`src/sv/fpba_pkg.sv`:
```
// ----------------------------------------------------------------------------
// fpba_pkg
// Types and constants shared by the fit-policy block allocator files.
// ----------------------------------------------------------------------------
package fpba_pkg;

   localparam int SIZE_W  = 16;
   localparam int IDX_W   = 8;
   localparam int COUNT_W = 5;
   localparam int MODE_W  = 2;
   localparam int DATA_W  = 32;

   localparam logic ACT_LOAD  = 1'b0;
   localparam logic ACT_ALLOC = 1'b1;

   localparam logic [MODE_W-1:0] MODE_FIRST = 2'd0;
   localparam logic [MODE_W-1:0] MODE_BEST  = 2'd1;
   localparam logic [MODE_W-1:0] MODE_WORST = 2'd2;

   localparam logic REG_FIT_MODE    = 1'b0;
   localparam logic REG_BLOCK_COUNT = 1'b1;

   localparam logic [COUNT_W-1:0] COUNT_RESET = 5'd16;

   typedef struct packed {
      logic              action;
      logic [3:0]        block_index;
      logic [SIZE_W-1:0] size;
   } req_type;

   typedef struct packed {
      logic              granted;
      logic [3:0]        chosen_block;
      logic [SIZE_W-1:0] remaining_size;
   } rsp_type;

   // search token handed from cell to cell
   typedef struct packed {
      logic              active;
      logic              found;
      logic [IDX_W-1:0]  idx;
      logic [SIZE_W-1:0] size;
   } tok_type;

   // table write broadcast to all cells
   typedef struct packed {
      logic              en;
      logic [IDX_W-1:0]  idx;
      logic [SIZE_W-1:0] data;
   } wr_type;

endpackage

```
`src/sv/fit_policy_block_allocator_unit.sv`:
```
// ----------------------------------------------------------------------------
// fit_policy_block_allocator_unit
// Free-size table with first, best and worst fit placement.
// ----------------------------------------------------------------------------
// Usage:
//   req channel (valid/ready): action 0 loads block_index with size; action 1
//   asks for size bytes. rsp channel (valid/ready) returns one item per
//   request item: granted, chosen_block, remaining_size.
//   APB port: 0x0 fit_mode (0 first, 1 best, 2 worst), 0x4 block_count.
//   Write registers only while no item is in flight.
// Flow:
//   A load result is registered and valid in the cycle after the accepting
//   edge; loads can follow back to back while results are taken.
//   A request launches the search token, which walks the row of NUM_BLOCKS
//   cells, one cell per cycle; then the result is registered and the chosen
//   entry is updated. The next item can be accepted once that result is
//   taken, or in the same cycle as it is taken.
//   One item is in work at a time.
// Reset: fit_mode 0, block_count 16, no item in work. Table entries are
//   undefined until loaded.
// Stall: a waiting result sits in the output register; req_ready stays low
//   until that result is taken (or is taken in the same cycle).
// ----------------------------------------------------------------------------
module fit_policy_block_allocator_unit #(
   parameter int NUM_BLOCKS = 16
) (
   input  logic                 clock,
   input  logic                 reset,
   input  logic                 req_valid,
   output logic                 req_ready,
   input  fpba_pkg::req_type    req_payload,
   output logic                 rsp_valid,
   input  logic                 rsp_ready,
   output fpba_pkg::rsp_type    rsp_payload,
   input  logic                 psel,
   input  logic                 penable,
   input  logic                 pwrite,
   input  logic [2:0]           paddr,
   input  logic [31:0]          pwdata,
   output logic [31:0]          prdata,
   output logic                 pready
);
   import fpba_pkg::*;

   typedef enum logic [1:0] {
      ST_IDLE = 2'b01,
      ST_SCAN = 2'b10
   } state_type;

   state_type          state_ff, state_in;
   logic [MODE_W-1:0]  mode_ff;
   logic [COUNT_W-1:0] count_ff;
   logic [SIZE_W-1:0]  want_ff, want_in;
   logic               launch_ff, launch_in;
   logic               rsp_valid_ff, rsp_valid_in;
   rsp_type            rsp_ff, rsp_in;

   tok_type            tok_chain [0:NUM_BLOCKS];
   logic [NUM_BLOCKS:0] tok_active;
   wr_type             wr;

   logic req_fire;
   logic load_fire;
   logic alloc_fire;
   logic finish;
   logic load_ok;
   logic csr_write;

   assign pready    = 1'b1;
   assign csr_write = psel && penable && pwrite;
   assign prdata    = (paddr[2] == REG_BLOCK_COUNT) ? DATA_W'(count_ff) : DATA_W'(mode_ff);

   always_ff @(posedge clock) begin
      if (reset) begin
         mode_ff  <= MODE_FIRST;
         count_ff <= COUNT_RESET;
      end else if (csr_write) begin
         if (paddr[2] == REG_FIT_MODE) begin
            mode_ff <= pwdata[MODE_W-1:0];
         end else begin
            count_ff <= pwdata[COUNT_W-1:0];
         end
      end
   end

   assign req_ready  = (state_ff == ST_IDLE) && (!rsp_valid_ff || rsp_ready);
   assign req_fire   = req_valid && req_ready;
   assign load_fire  = req_fire && (req_payload.action == ACT_LOAD);
   assign alloc_fire = req_fire && (req_payload.action == ACT_ALLOC);
   assign finish     = (state_ff == ST_SCAN) && tok_chain[NUM_BLOCKS].active;
   assign load_ok    = 32'(req_payload.block_index) < NUM_BLOCKS;

   assign tok_chain[0] = '{active: launch_ff, found: 1'b0, idx: '0, size: '0};

   genvar gi;
   generate
      for (gi = 0; gi < NUM_BLOCKS; gi++) begin : g_cell
         fpba_cell #(
            .CELL_IDX (gi)
         ) u_cell (
            .clock   (clock),
            .reset   (reset),
            .tok_in  (tok_chain[gi]),
            .tok_out (tok_chain[gi+1]),
            .wr      (wr),
            .want    (want_ff),
            .mode    (mode_ff),
            .count   (count_ff)
         );
      end
      for (gi = 0; gi <= NUM_BLOCKS; gi++) begin : g_act
         assign tok_active[gi] = tok_chain[gi].active;
      end
   endgenerate

   always_comb begin
      wr           = '{en: 1'b0, idx: '0, data: '0};
      rsp_in       = rsp_ff;
      rsp_valid_in = rsp_valid_ff && !rsp_ready;
      state_in     = state_ff;
      want_in      = want_ff;
      launch_in    = 1'b0;
      unique case (state_ff)
         ST_IDLE: begin
            if (load_fire) begin
               wr.en          = load_ok;
               wr.idx         = IDX_W'(req_payload.block_index);
               wr.data        = req_payload.size;
               rsp_in.granted = 1'b0;
               rsp_in.chosen_block   = req_payload.block_index;
               rsp_in.remaining_size = load_ok ? req_payload.size : '0;
               rsp_valid_in   = 1'b1;
            end else if (alloc_fire) begin
               want_in   = req_payload.size;
               launch_in = 1'b1;
               state_in  = ST_SCAN;
            end
         end
         ST_SCAN: begin
            if (finish) begin
               state_in     = ST_IDLE;
               rsp_valid_in = 1'b1;
               if (tok_chain[NUM_BLOCKS].found) begin
                  wr.en   = 1'b1;
                  wr.idx  = tok_chain[NUM_BLOCKS].idx;
                  wr.data = tok_chain[NUM_BLOCKS].size - want_ff;
                  rsp_in.granted        = 1'b1;
                  rsp_in.chosen_block   = tok_chain[NUM_BLOCKS].idx[3:0];
                  rsp_in.remaining_size = tok_chain[NUM_BLOCKS].size - want_ff;
               end else begin
                  rsp_in = '{granted: 1'b0, chosen_block: '0, remaining_size: '0};
               end
            end
         end
         default: begin
            state_in = ST_IDLE;
         end
      endcase
   end

   always_ff @(posedge clock) begin
      if (reset) begin
         state_ff     <= ST_IDLE;
         launch_ff    <= 1'b0;
         rsp_valid_ff <= 1'b0;
      end else begin
         state_ff     <= state_in;
         launch_ff    <= launch_in;
         rsp_valid_ff <= rsp_valid_in;
      end
   end

   always_ff @(posedge clock) begin
      want_ff <= want_in;
      rsp_ff  <= rsp_in;
   end

   assign rsp_valid   = rsp_valid_ff;
   assign rsp_payload = rsp_ff;

   // scan never overlaps a waiting result
   a_scan_no_rsp : assert property (@(posedge clock) disable iff (reset)
      (state_ff == ST_SCAN) |-> !rsp_valid_ff)
      else $error("result pending during scan");

   // exactly one search token in flight while scanning
   a_one_token : assert property (@(posedge clock) disable iff (reset)
      (state_ff == ST_SCAN) |-> ($countones(tok_active) == 1))
      else $error("search token lost or duplicated");

   // no token outside a scan
   a_idle_no_token : assert property (@(posedge clock) disable iff (reset)
      (state_ff == ST_IDLE) |-> (tok_active == '0))
      else $error("stray search token");

   // end of scan always produces a result
   a_finish_rsp : assert property (@(posedge clock) disable iff (reset)
      finish |=> (rsp_valid_ff && (state_ff == ST_IDLE)))
      else $error("scan finished without result");

endmodule

```
`src/sv/fpba_cell.sv`:
```
// ----------------------------------------------------------------------------
// fpba_cell
// One table entry: holds a free size and updates the passing search token.
// ----------------------------------------------------------------------------
module fpba_cell #(
   parameter int CELL_IDX = 0
) (
   input  logic                           clock,
   input  logic                           reset,
   input  fpba_pkg::tok_type              tok_in,
   output fpba_pkg::tok_type              tok_out,
   input  fpba_pkg::wr_type               wr,
   input  logic [fpba_pkg::SIZE_W-1:0]    want,
   input  logic [fpba_pkg::MODE_W-1:0]    mode,
   input  logic [fpba_pkg::COUNT_W-1:0]   count
);
   import fpba_pkg::*;

   logic [SIZE_W-1:0] free_ff;
   logic              active_ff;
   logic              found_ff;
   logic [IDX_W-1:0]  idx_ff;
   logic [SIZE_W-1:0] size_ff;

   logic in_range;
   logic fits;
   logic take;

   assign in_range = 32'(count) > CELL_IDX;
   assign fits     = in_range && (free_ff >= want);

   always_comb begin
      take = 1'b0;
      if (fits) begin
         if (!tok_in.found) begin
            take = 1'b1;
         end else if (mode == MODE_BEST) begin
            take = free_ff < tok_in.size;
         end else if (mode == MODE_WORST) begin
            take = free_ff > tok_in.size;
         end
      end
   end

   always_ff @(posedge clock) begin
      if (wr.en && (wr.idx == IDX_W'(CELL_IDX))) begin
         free_ff <= wr.data;
      end
   end

   always_ff @(posedge clock) begin
      if (reset) begin
         active_ff <= 1'b0;
      end else begin
         active_ff <= tok_in.active;
      end
   end

   always_ff @(posedge clock) begin
      found_ff <= tok_in.found | take;
      idx_ff   <= take ? IDX_W'(CELL_IDX) : tok_in.idx;
      size_ff  <= take ? free_ff : tok_in.size;
   end

   assign tok_out = '{active: active_ff, found: found_ff, idx: idx_ff, size: size_ff};

endmodule

```
`config.mk`:
```
export PLATFORM = sky130hd
export DESIGN_NAME = fit_policy_block_allocator_unit
export DESIGN_NICKNAME = d
export VERILOG_FILES = /design/src/sv/fpba_pkg.sv /design/src/sv/fit_policy_block_allocator_unit.sv /design/src/sv/fpba_cell.sv
export SDC_FILE = /design/constraint.sdc
export NUM_CORES = 1
export LEC_CHECK = 0
export BUFFER_PORTS_ARGS = -buffer_cell sky130_fd_sc_hd__buf_2
export CORE_ASPECT_RATIO = 1.25
export CORE_MARGIN = 2
export CORE_UTILIZATION = 35
export DETAILED_ROUTE_END_ITERATION = 6
export PLACE_DENSITY = 0.62
export SETUP_SLACK_MARGIN = 0.5
export SLEW_MARGIN = 20
export SYNTH_ARGS = -nofsm -noshare
export SYNTH_HDL_FRONTEND = slang
export SYNTH_SLANG_ARGS = --single-unit
```
`constraint.sdc`:
```
create_clock -name clock -period 2.95 [get_ports clock]
set_input_delay 0.59 -clock clock [delete_from_list [all_inputs] [get_ports clock]]
set_output_delay 0.59 -clock clock [all_outputs]
set_load 0.05 [all_outputs]
```
==> metrics.txt, run 1 <==
drt total wl 95600 um; worst r2r path cells 15; Num Clock Sinks 641; hold_ws around 200 ps; top post-synthesis cells by area edfxtp_1 (27%), dfxtp_1 (21%), ha_1 (19%); filler instances a little over 8000; root buffer cell clkbuf_16; Setup crit start kind register; CTS tree built; vias in the first global route approximately 23000; area leader, netlist edfxtp_1; Clock Skew between 20 and 25 ps; pre-CTS setup slack -24.1 ps; clk slew on worst S/H paths 60 ps; combinational power share 29.5%; DR pass1 iterations 5; flops & latches, synth ~640; internal power 0.0206 W; R2R setup slack 20 ps; diodes inserted 0; setup slack after layout 18.2 ps; RD Place Congestion 0.865; Post-DP Area around 37000 um2; Syn-to-layout area delta 29.2%; Routed Antenna Nets 0; worst path required time 3450 ps; hold_sp req_payload[12]; Leak 17.9 nW; most common cell in the netlist ha_1; core area 93200 um2; DR WL/cell 21.4 um; PwrDens roughly 690 nW/um2; post-synthesis cell count 2825; worst path cell trace inv_2, buf_12, buf_6, buf_12, ha_4, nand2_4, nor3_4, o31ai_4, a21oi_2, o41ai_2, buf_4, a311oi_4, buf_4, clkbuf_16, mux2_4; Chip Width 279 um; Final Slew Violations 0; largest stage delay on the critical path 340 ps; worst-case hold path end point want_ff[12]; count of final setup violators 0; VDD IR max 500 uV; die footprint 96800 um2; Seq pwr share 40.3%; Hold Path Class primary input to register; Synth Flop Type dfxtp_1; RSZ-0062 raised after global routing true; Post-synth EDFFs between 200 and 300; Final Net Count 3795; share of the synthesized area in the top cell type 26.6%; total gr overflow 0; outcome finished clean; Post-DP HPWL 66700 um; Starting Density 35.4%; DRC 0; Post-synth top cells ha_1 (513), dfxtp_1 (348), edfxtp_1 (293); FP Rows 125; First DRT Iteration DRCs 1377; global-route wire length before repair 137000 um; Psw 0.00892 W; mapped cell area around 33000 um2; post-synthesis async set-or-reset flop share 0%; maxcap violations 0; Worst Tran Pin Value 890 ps; Worst Path Arrival 3430 ps; worst-case clock buffer depth 3; antenna violations before repair 3; pin count of the biggest net entering global routing 27; H-tree depth 3; CP Class register to register; Yosys warning count 0; Crit. End Element register; Netlist cell types 77; GRT Util Overall approximately a fifth; Slowest cell on crit path edfxtp_1; clock period minus final worst setup slack 2930 ps; Chip Height 347 um; fin area between 40000 and 50000 um2; hold depth 1; max frequency roughly 340 MHz; worst-path fanout max 8; # IOs 119; r2r startpoint want_ff[7]; Rel. slew slack between 40 and 50%; period utilization 99.4%; setup TNS 0 ps; Clk Latency, worst-skew pair ~630 ps; Sw Share a little under a third; reg-to-reg endpoint g_cell[4].u_cell.size_ff[10]; DR vias/cell 5.19; Clock power frac 30.2%; register area share after synthesis 47.7%; clock buffer count from CTS 68; post-route insts no fill 4478; Fin. Hold Viols 0; vias about 23000; Avg Cell Area, Syn 11.7 um2; layout cell share with drive strength beyond 1 30.7%; placed cells 4223; IO buf count 61
-- per-layer routing --
metal	GRT usage [%]	routed length, um	vias up
met3	2.33	4040	231
li1	-	-	11125
met5	0	9	-
met1	22.4	39500	11240
met4	8.88	4940	2
met2	33.3	47100	622
-- worst max-delay path: cells and delay by family, from the launching register on --
| family | cells | cell delay (ps) |
|---|---|---|
| adder cells (fa/ha/maj) | 1 | 280 |
| AO/OA/AOI/OAI | 4 | 690 |
| multiplexers | 1 | 290 |
| flip-flops | 1 | 340 |
| AND/OR/NAND/NOR | 2 | 250 |
| buffers and inverters | 7 | 930 |
-- worst max-delay path by stage --
stage               slack (ps)                         start  cells past startpoint                       endpoint
global route               -90                    want_ff[0]                     13   g_cell[4].u_cell.size_ff[10]
floorplan                  180                    want_ff[5]                     10   g_cell[2].u_cell.size_ff[10]
global placement           -10  g_cell[11].u_cell.size_ff[7]                     10  g_cell[12].u_cell.size_ff[10]
detailed placement         -20  g_cell[11].u_cell.size_ff[7]                     10  g_cell[12].u_cell.size_ff[13]
CTS                         40                   want_ff[11]                     11   g_cell[13].u_cell.size_ff[4]
finish                      20                    want_ff[7]                     15   g_cell[4].u_cell.size_ff[10]
-- cell usage in the layout (no fill, tap or decap), types with 33 or more instances in the layout --
master     count
buf_4        193
inv_1        256
clkbuf_16     86
ha_4          58
a21oi_1      150
nand2_1       80
nand4_1       74
o21ai_0       48
buf_6         34
dfxtp_1      346
a21o_1        39
nand2b_1      33
mux2_4       154
ha_1         453
buf_12        61
nor2_1        99
nand3_1       46
mux2_2        76
edfxtp_1     293
nor2b_1       66
buf_2         61
-- power groups by stage --
stage	combinational [W]	clock, W	sequential, W
after CTS	0.00752	0.00906	0.0118
after detailed placement	0.00707	0	0.0120
after global placement	0.00693	0	0.0120
after global routing	0.00954	0.00940	0.0120
after floorplan	0.00497	0	0.0116
final	0.00872	0.00891	0.0119
-- logic make-up after synthesis --
group                    after synthesis  synth area share, %
AND/OR/NAND/NOR                      564                 9.13
AO/OA/AOI/OAI                        500                 10.0
flip-flops                           641                 47.7
adder cells (fa/ha/maj)              514                 19.5
buffers and inverters                341                 4.44
multiplexers                         253                 8.87
XOR/XNOR                              10                0.265
other                                  2               0.0227
-- registers in the layout, summed over array words and instances, names as in the netlist --
signal and cells:
g_cell.u_cell.idx_ff 49, g_cell.u_cell.found_ff 16, g_cell.u_cell.active_ff 16, count_ff 5, rsp_payload 21, state_ff 2
g_cell.u_cell.free_ff 256, rsp_valid 1, launch_ff 1, want_ff 16, g_cell.u_cell.size_ff 256, mode_ff 2
-- stage by stage --
stage	power, W	util, %
2_1_floorplan	0.0165	-
3_3_place_gp	0.0189	39.5
3_5_place_dp	0.0190	39.5
4_1_cts	0.0284	43.0
5_1_grt	0.0310	45.8
6_report	0.0295	45.8
-- area by class of cell --
class | instances | area [um2] | area share [%]
timing repair buffer | 369 | 3810 | 8.92
multi-input combinational | 1869 | 18300 | 42.8
sequential | 641 | 15800 | 37.0
clock buffer | 96 | 2010 | 4.70
tap | 1206 | 1510 | 3.54
inverter | 269 | 1020 | 2.40
clock inverter | 28 | 304 | 0.713
-- repair_timing --
item,in CTS,in global routing
buffers inserted,38,73
gates resized for setup,102,355
pin swaps,31,102
cloned,7,13
hold buffers,0,0
setup endpoints to repair,739,787
(Power assumes the default switching activity.)
==> inputs of run 2 (changes only) <==
SYNTH_HIERARCHICAL = 1   (was unset)
==> metrics.txt, run 2 <==
most common cell in the netlist inv_1; post-synthesis cell count 3790; First DRT Iteration DRCs 2301; Psw 0.0118 W; Avg Cell Area, Syn between 10 and 15 um2; clock buffer count from CTS 75; Clk Latency, worst-skew pair 650 ps; total gr overflow 0; Routed Antenna Nets 0; Rel. slew slack 46.5%; GRT Util Overall 19.5%; Synth Flop Type dfxtp_1; clk slew on worst S/H paths 70 ps; top post-synthesis cells by area edfxtp_1 (21%), dfxtp_1 (21%), ha_1 (16%); most frequent cells in the layout inv_1 (524), ha_1 (493), dfxtp_1 (410); period utilization 95.6%; Fin. Hold Viols 0; worst path cell trace buf_6, inv_1, ha_1, a31oi_1, nor2b_1, o311a_1, o41ai_4, nor3b_4, buf_12, buf_12, nor2b_1, buf_4; filler instances 10731; worst r2r path cells 12; setup slack after layout 129 ps; Setup crit start kind register; Sw Share between 30% and 40%; Chip Width roughly 310 um; register area share after synthesis 42.3%; Num Clock Sinks 720; Syn-to-layout area delta 24.0%; flops & latches, synth 720; H-tree depth 3; leading cell type in the layout, fill and taps excluded inv_1; largest stage delay on the critical path 480 ps; Clock Skew 25.3 ps; core area ~120000 um2; worst-case clock buffer depth 3; root buffer cell clkbuf_16; worst-path fanout max 14; RD Place Congestion ~0.9; IO buf count roughly 60; global-route wire length before repair 177000 um; Yosys warning count 6; hold_ws 182 ps; clock period minus final worst setup slack between 2000 and 3000 ps; Starting Density 35.3%; pin count of the biggest net entering global routing 36; Post-DP HPWL 87500 um; DR pass1 iterations 7; outcome finished clean; count of final setup violators 0; Final Slew Violations 0; pre-CTS setup slack -72.6 ps; Netlist cell types 92; PwrDens 716 nW/um2; final core occ 43.7%; share of the synthesized area in the top cell type 21.5%; Worst Path Arrival roughly 3400 ps; Post-DP Area 44700 um2; drt total wl 124000 um; multi-input logic area 22600 um2; maxcap violations 0; Chip Height 387 um; worst path required time around 3500 ps; VDD IR max 430 uV; Worst Tran Pin Value 803 ps; layout cell share with drive strength beyond 1 27.8%; post-route insts no fill 5839; combinational power share about a third; Seq pwr share around 40%; Hold Path Class primary input to register; RSZ-0062 raised after global routing true; DR vias/cell 5.23; Crit. End Element register; Slowest cell on crit path edfxtp_1; vias a little over 30000; register cell area after layout 17400 um2; Leak roughly 23 nW; Post-synth top cells inv_1 (543), ha_1 (530), dfxtp_1 (427); fin area 50900 um2; CTS tree built; DR WL/cell 21.3 um; antenna violations before repair 6; die footprint 120000 um2; Post-synth EDFFs 293; DRC 0; vias in the first global route 29687; Clock power frac between 20% and 30%; # IOs 119; mapped cell area 41000 um2; diodes inserted 0; hold depth 1; placed cells 5544; FP Rows 140; post-synthesis async set-or-reset flop share 0%; Final Net Count 4809; max frequency 354 MHz; CP Class register to register; area leader, netlist edfxtp_1; Largest regs g_cell.u_cell/free_ff: 256 flops, g_cell.u_cell/size_ff: 256 flops, g_cell.u_cell/idx_ff: 128 flops; internal power 0.0246 W
run 2: cell count changes in the layout (fill, tap and decap cells not counted), sizes merged, moves of 27 or more:
cell    delta
nor2      -48
a211oi    -28
a21oi     +27
dfxtp     +79
a21boi    +37
conb      +73
nor2b     +63
a31oi     +35
inv      +289
nand2     +48
nand3    +169
o211ai    +83
o21ai     +40
nand4     +35
run 2: kinds of logic after synthesis:
group / after synthesis / share of synthesized area [%]
simple gates: 850 / 12.0
fa+ha+maj: 531 / 16.2
buf+inv: 703 / 8.07
compound gates: 696 / 12.1
flops: 720 / 42.3
mux: 275 / 8.98
other cells: 2 / 0.0183
xor+xnor: 13 / 0.278
run 2: area by class of cell:
type                       instances  area share [%]
tap                             1562            3.84
clock buffer                     107            4.47
sequential                       720            34.2
inverter                         545            4.05
multi-input combinational       2471            44.4
clock inverter                    32           0.642
timing repair buffer             402            8.41
run 2: repair_timing:
action	in CTS	in global routing
setup endpoints to repair	858	841
cloned	2	23
pin swaps	13	118
hold buffers	0	0
resized for setup	74	327
setup buffers	37	94
endpoints found under the hold margin	0	0
run 2: routing by layer:
| metal | wire length [um] | vias to the layer above | GRT usage (%) |
|---|---|---|---|
| li1 | - | 14368 | - |
| met1 | 48400 | 14883 | 23.2 |
| met2 | 62000 | 965 | 34.4 |
| met3 | 6750 | 303 | 2.26 |
| met4 | 7190 | 0 | 9.46 |
| met5 | 0 | - | 0 |
run 2: through the flow:
step           setup TNS [ps]  power (W)
2_1_floorplan               0     0.0217
3_3_place_gp            -59.8     0.0247
3_5_place_dp             -566     0.0249
4_1_cts                     0     0.0353
5_1_grt                     0     0.0383
6_report                    0     0.0364
run 2: final timing paths:
| kind | start | endpoint | slack [ps] |
|---|---|---|---|
| worst max register to register | want_ff[2] | g_cell[15].u_cell/idx_ff[4] | 130 |
| worst min-delay path | req_payload[7] | want_ff[7] | 180 |
| worst max-delay path | want_ff[2] | g_cell[15].u_cell/idx_ff[4] | 130 |
| worst min register to register | g_cell[0].u_cell/idx_ff[0] | g_cell[1].u_cell/idx_ff[0] | 400 |
run 2: worst max-delay path: cells and delay by family, from the launching register on:
family | cells | cell delay (ps)
AND/OR/NAND/NOR | 3 | 310
adder cells (fa/ha/maj) | 1 | 320
buffers and inverters | 5 | 690
flip-flops | 1 | 480
AO/OA/AOI/OAI | 3 | 940
run 2: power by group through the flow:
stage / logic (W) / clock network [W] / registers (W)
global route: 0.0134 / 0.0105 / 0.0144
floorplan: 0.00808 / 0 / 0.0136
global placement: 0.0103 / 0 / 0.0144
detailed placement: 0.0106 / 0 / 0.0144
CTS: 0.0111 / 0.0101 / 0.0142
finish: 0.0123 / 0.00993 / 0.0142
